--- src/hdl/trws_pkg.sv ---
package trws_pkg;

    localparam int MAX_EVENTS = 1024;
    localparam int MAX_BURST  = 64;

    localparam int IDX_W   = $clog2(MAX_EVENTS);
    localparam int POS_W   = IDX_W + 1;
    localparam int CNT_W   = $clog2(MAX_BURST) + 1;
    localparam int TICK_W  = 32;
    localparam int BYTE_W  = 8;
    localparam int EVENT_W = 3 * BYTE_W;
    localparam int LEN_W   = 11;
    localparam int LOOP_W  = 10;
    localparam int OP_W    = 3;
    localparam int CFG_W   = 11;
    localparam int CFG_IDX_W = 1;

    localparam logic [OP_W-1:0] OP_TICK   = 3'd0;
    localparam logic [OP_W-1:0] OP_LOAD   = 3'd1;
    localparam logic [OP_W-1:0] OP_START  = 3'd2;
    localparam logic [OP_W-1:0] OP_STOP   = 3'd3;
    localparam logic [OP_W-1:0] OP_RESUME = 3'd4;

    localparam logic [CFG_IDX_W-1:0] REG_SONG_LENGTH = 1'd0;
    localparam logic [CFG_IDX_W-1:0] REG_LOOP_START  = 1'd1;

    typedef struct packed {
        logic [TICK_W-1:0] base;
        logic [BYTE_W-1:0] addend;
        logic [TICK_W-1:0] due;
        logic              cmp_sum;
    } alu_req_t;

    typedef struct packed {
        logic [TICK_W-1:0] sum;
        logic              due_le;
    } alu_rsp_t;

endpackage

--- src/hdl/trws_alu.sv ---
module trws_alu (
    input  trws_pkg::alu_req_t req,
    output trws_pkg::alu_rsp_t rsp
);

    logic [trws_pkg::TICK_W-1:0] sum;
    logic [trws_pkg::TICK_W-1:0] lhs;

    assign sum     = req.base + {{(trws_pkg::TICK_W - trws_pkg::BYTE_W){1'b0}}, req.addend};
    assign lhs     = req.cmp_sum ? sum : req.due;
    assign rsp.sum = sum;
    assign rsp.due_le = (lhs <= req.base);

endmodule

--- config.mk ---
export PLATFORM = sky130hd
export DESIGN_NAME = trws_alu
export DESIGN_NICKNAME = d
export VERILOG_FILES = /design/src/hdl/trws_pkg.sv /design/src/hdl/trws_alu.sv
export SDC_FILE = /design/constraint.sdc
export NUM_CORES = 1
export LEC_CHECK = 0
export BUFFER_PORTS_ARGS = -buffer_cell sky130_fd_sc_hd__buf_2
export CORE_UTILIZATION = 49
export DETAILED_ROUTE_END_ITERATION = 6
export PLACE_DENSITY = 0.85
export REMOVE_ABC_BUFFERS = 1
export SETUP_SLACK_MARGIN = 0.02
export SKIP_LAST_GASP = 1
export SLEW_MARGIN = 20
export SYNTH_ARGS = -nofsm -noshare
export SYNTH_HDL_FRONTEND = slang
export SYNTH_SLANG_ARGS = --single-unit
--- constraint.sdc ---
create_clock -name vclk -period 4.5
set_input_delay 0.45 -clock vclk [all_inputs]
set_output_delay 0.45 -clock vclk [all_outputs]
set_load 0.005 [all_outputs]
Yosys cells after proc, flatten, opt, wreduce, memory -nomap -nowiden
Cells that the tools add are included.
Cells by class
  $add $sub $neg: 1
  order comparisons: 1
  muxes and demuxes: 1
Operator list (count)
  32-bit by 8-bit adder with 32-bit output: 1
  32-bit <= comparator: 1
  32-bit 2-to-1 mux: 1
Word-level totals
  bits in registers: 0
  bits of input ports: 73
  output and inout bits: 33
  word-level logic and storage cells: 3

Depth between registers and ports, before layout
  word-level depth: 3
  mapped depth: 15
  gate-level depth less buffers: 14

Least setup slack after synthesis
No wires, ideal clock.
  kind: input port to output port
  start: input port req[33] (netlist bit)
  end: output port rsp[0] (netlist bit)
  arrival time: 3.631 ns
  required time: 4.050 ns
  path slack: 0.419 ns
  stages: 13
  path buffers: 0
  path through: ha_1 inv_1 fa_1 nand2b_1 a21oi_1 o21ai_1 or4_2 a31oi_1 ha_1 nand4_1 nor2_1 a221o_1 o41ai_1
RTL lines
  from (decl): line trws_alu.sv:2  | input trws_pkg::alu_req_t req,
  to (decl): line trws_alu.sv:3  | output trws_pkg::alu_rsp_t rsp

==> flow_summary.toml <==
[final_layout]
layout_commonest_cell = "buf_2"
design.seq.count = 0
area_delta_synth_final_pct = 35.0
layout.nets = 530
n_antenna_cell = 0
n_clock_buffer = 0
mostFrequentLayoutCells = "buf_2 (106), ha_1 (38), inv_1 (34), nand2_1 (27), nor2_1 (22)"
seq_area_um2 = 0
drive_above_1_share_pct = 38.2
postLayoutCellArea_um2 = 2810

[timing]
max_slew.worst_pin.slew_ns = 0.640
setup-tns-final_ns = 0
hold_viol = 0
fmax_ghz = 0.229
finalCritPeriodShare_pct = 96.9
period_needed_ns = 4.36
relSlewSlack_pct = 57.3
setup_viol = 0
worst_slack_ns = 0.138
fin_hold_ws_ns = 1.22
slew_violations = 0

[worst_hold_path]
hold_path.class = "in2out"

[global_routing]
grt_usage_pct = 26.0
grt_max_degree = 33
grt_pass1_vias = 2298
globalRouteOverflowTotal = 0
grt_pass1_wl_um = 9410
antenna_found_initial = 0

[die]
io-pin-count = 106
die_area_um2 = 4510
core_um2 = 4030
std_cell_rows = 23
die_y_um = 67.1
die_w_um = 67.1
initial_core_util_pct = 51.6

[setup_path]
path_cells = "buf_2, ha_2, a21oi_1, o211ai_1, buf_4, o211ai_1, xnor2_1, mux2_2, ha_1, nand4_1, nor2_1, a221o_1, o31a_1, o41ai_2, buf_2"
cp-end-kind = "output pin"
cp_max_fo = 5
cp_top_family = "compound AO/OA/AOI/OAI gates"
slowest_delay_ns = 0.35
arrival_ns = 3.91
critPathKind = "in2out"
worstPathRequired_ns = 4.05
slowest_stage = "o41ai_2"
cp_num_buf_inv = 3
cp-start-kind = "primary input"

[power]
pwr_density_cell_nw_per_um2 = 110
peakVddDrop_mv = 0.0691
p_total_uw = 308
power_frac_clock_pct = 0
seq_power_share_pct = 0
switchingPower_uw = 160
switching_share_pct = 52.0
leakage_uw = 0.00143
combinationalPowerShare_pct = 100.0
intPower_uw = 148

[synthesis]
synth_warnings = 0
netlist_instances = 299
ys_types = 44
avgSynthCellArea_um2 = 6.95
synth-seq-area-share_pct = 0
netlist_area_um2 = 2080

[place]
gp_congestion = 0.952
pre_cts_ws_ns = 0.0581
hpwl_um = 5180
placed_area_um2 = 2720
numPortBuffers = 106

[cts]
hold_buffers = 0

[route]
ant_nets = 0
drc = 0
wl_per_cell_um = 13.3
drt_wl_total_um = 6180
vias_per_cell = 5.79
vias = 2687
drt-initial-drc-count = 178
first_pass_iters = 4

[job]
drv_cap = 0

[outcome]
status = "finished, final reports clean"
==> power groups by stage <==
stage                     Clock (uW)  Sequential, uW  Combinational [uW]
after floorplan                    0               0                 167
after global placement             0               0                 281
after detailed placement           0               0                 289
after CTS                          0               0                 292
after global routing               0               0                 343
final                              0               0                 308
==> routing by layer <==
metal	vias up	wire, um	GRT usage [%]	part of all wire (%)
met5	-	0	0	0
met4	0	157	6.91	2.5
met1	1215	2700	33.3	44
met2	103	2930	46.4	47
met3	19	393	1.69	6.4
li1	1350	-	-	-
==> path summary, 6_finish.rpt <==
path / startpoint / endpoint / slack (ns) / cells after the start
min: req[33] / rsp[1] / 1.22 / 3
max: req[40] / rsp[0] / 0.14 / 15
==> repair_timing <==
| item | 4_1_cts | 5_1_grt |
|---|---|---|
| endpoints found under the setup margin | 0 | 1 |
| resized for setup | 0 | 10 |
| buffers inserted | 0 | 4 |
| hold endpoints to repair | 0 | 0 |
==> synth_stat cells (all sizes together) <==
library cell	number	area, um^2
a2111oi	1	8.76
a211o	1	8.76
a21boi	1	7.51
a21o	4	30.0
a21oi	19	95.1
a221o	2	20.0
a311oi	1	8.76
a31o	1	8.76
a31oi	15	93.8
and2	1	6.26
and4	1	8.76
buf	4	37.5
clkbuf	2	7.51
dlygate4sd3	1	10.0
fa	1	20.0
ha	40	500
inv	34	128
mux2	15	169
mux2i	1	10.0
nand2	27	101
nand2b	3	18.8
nand3	12	60.1
nand4	12	90.1
nor2	22	82.6
nor2b	3	18.8
nor3	4	20.0
nor3b	1	7.51
nor4	3	18.8
o2111ai	1	8.76
o211ai	10	75.1
o21ai	15	75.1
o31a	1	8.76
o31ai	5	37.5
o41ai	1	8.76
or2	2	12.5
or3	12	76.3
or4	6	57.6
xnor2	12	105
xor2	2	17.5
==> area by class of cell <==
cell class	count	area [um^2]
fill	356	1220
multi-input combinational	258	1950
inverter	34	128
tap	50	62.6
timing repair buffer	122	663
==> per-stage QoR <==
stage	utilization [%]	instances
floorplan	-	292
global placement	67.5	460
detailed placement	67.5	460
CTS	67.5	460
global route	69.7	464
finish	69.7	464
==> logic make-up after synthesis <==
logic type               after synthesis  share of synthesized area (%)
AND/OR/NAND/NOR                      109                           27.9
AO/OA/AOI/OAI                         78                           23.8
adder cells (fa/ha/maj)               41                           25.0
buffers and inverters                 41                           8.78
multiplexers                          16                           8.60
XOR/XNOR                              14                           5.90
Power figures use the tool's default switching activity.
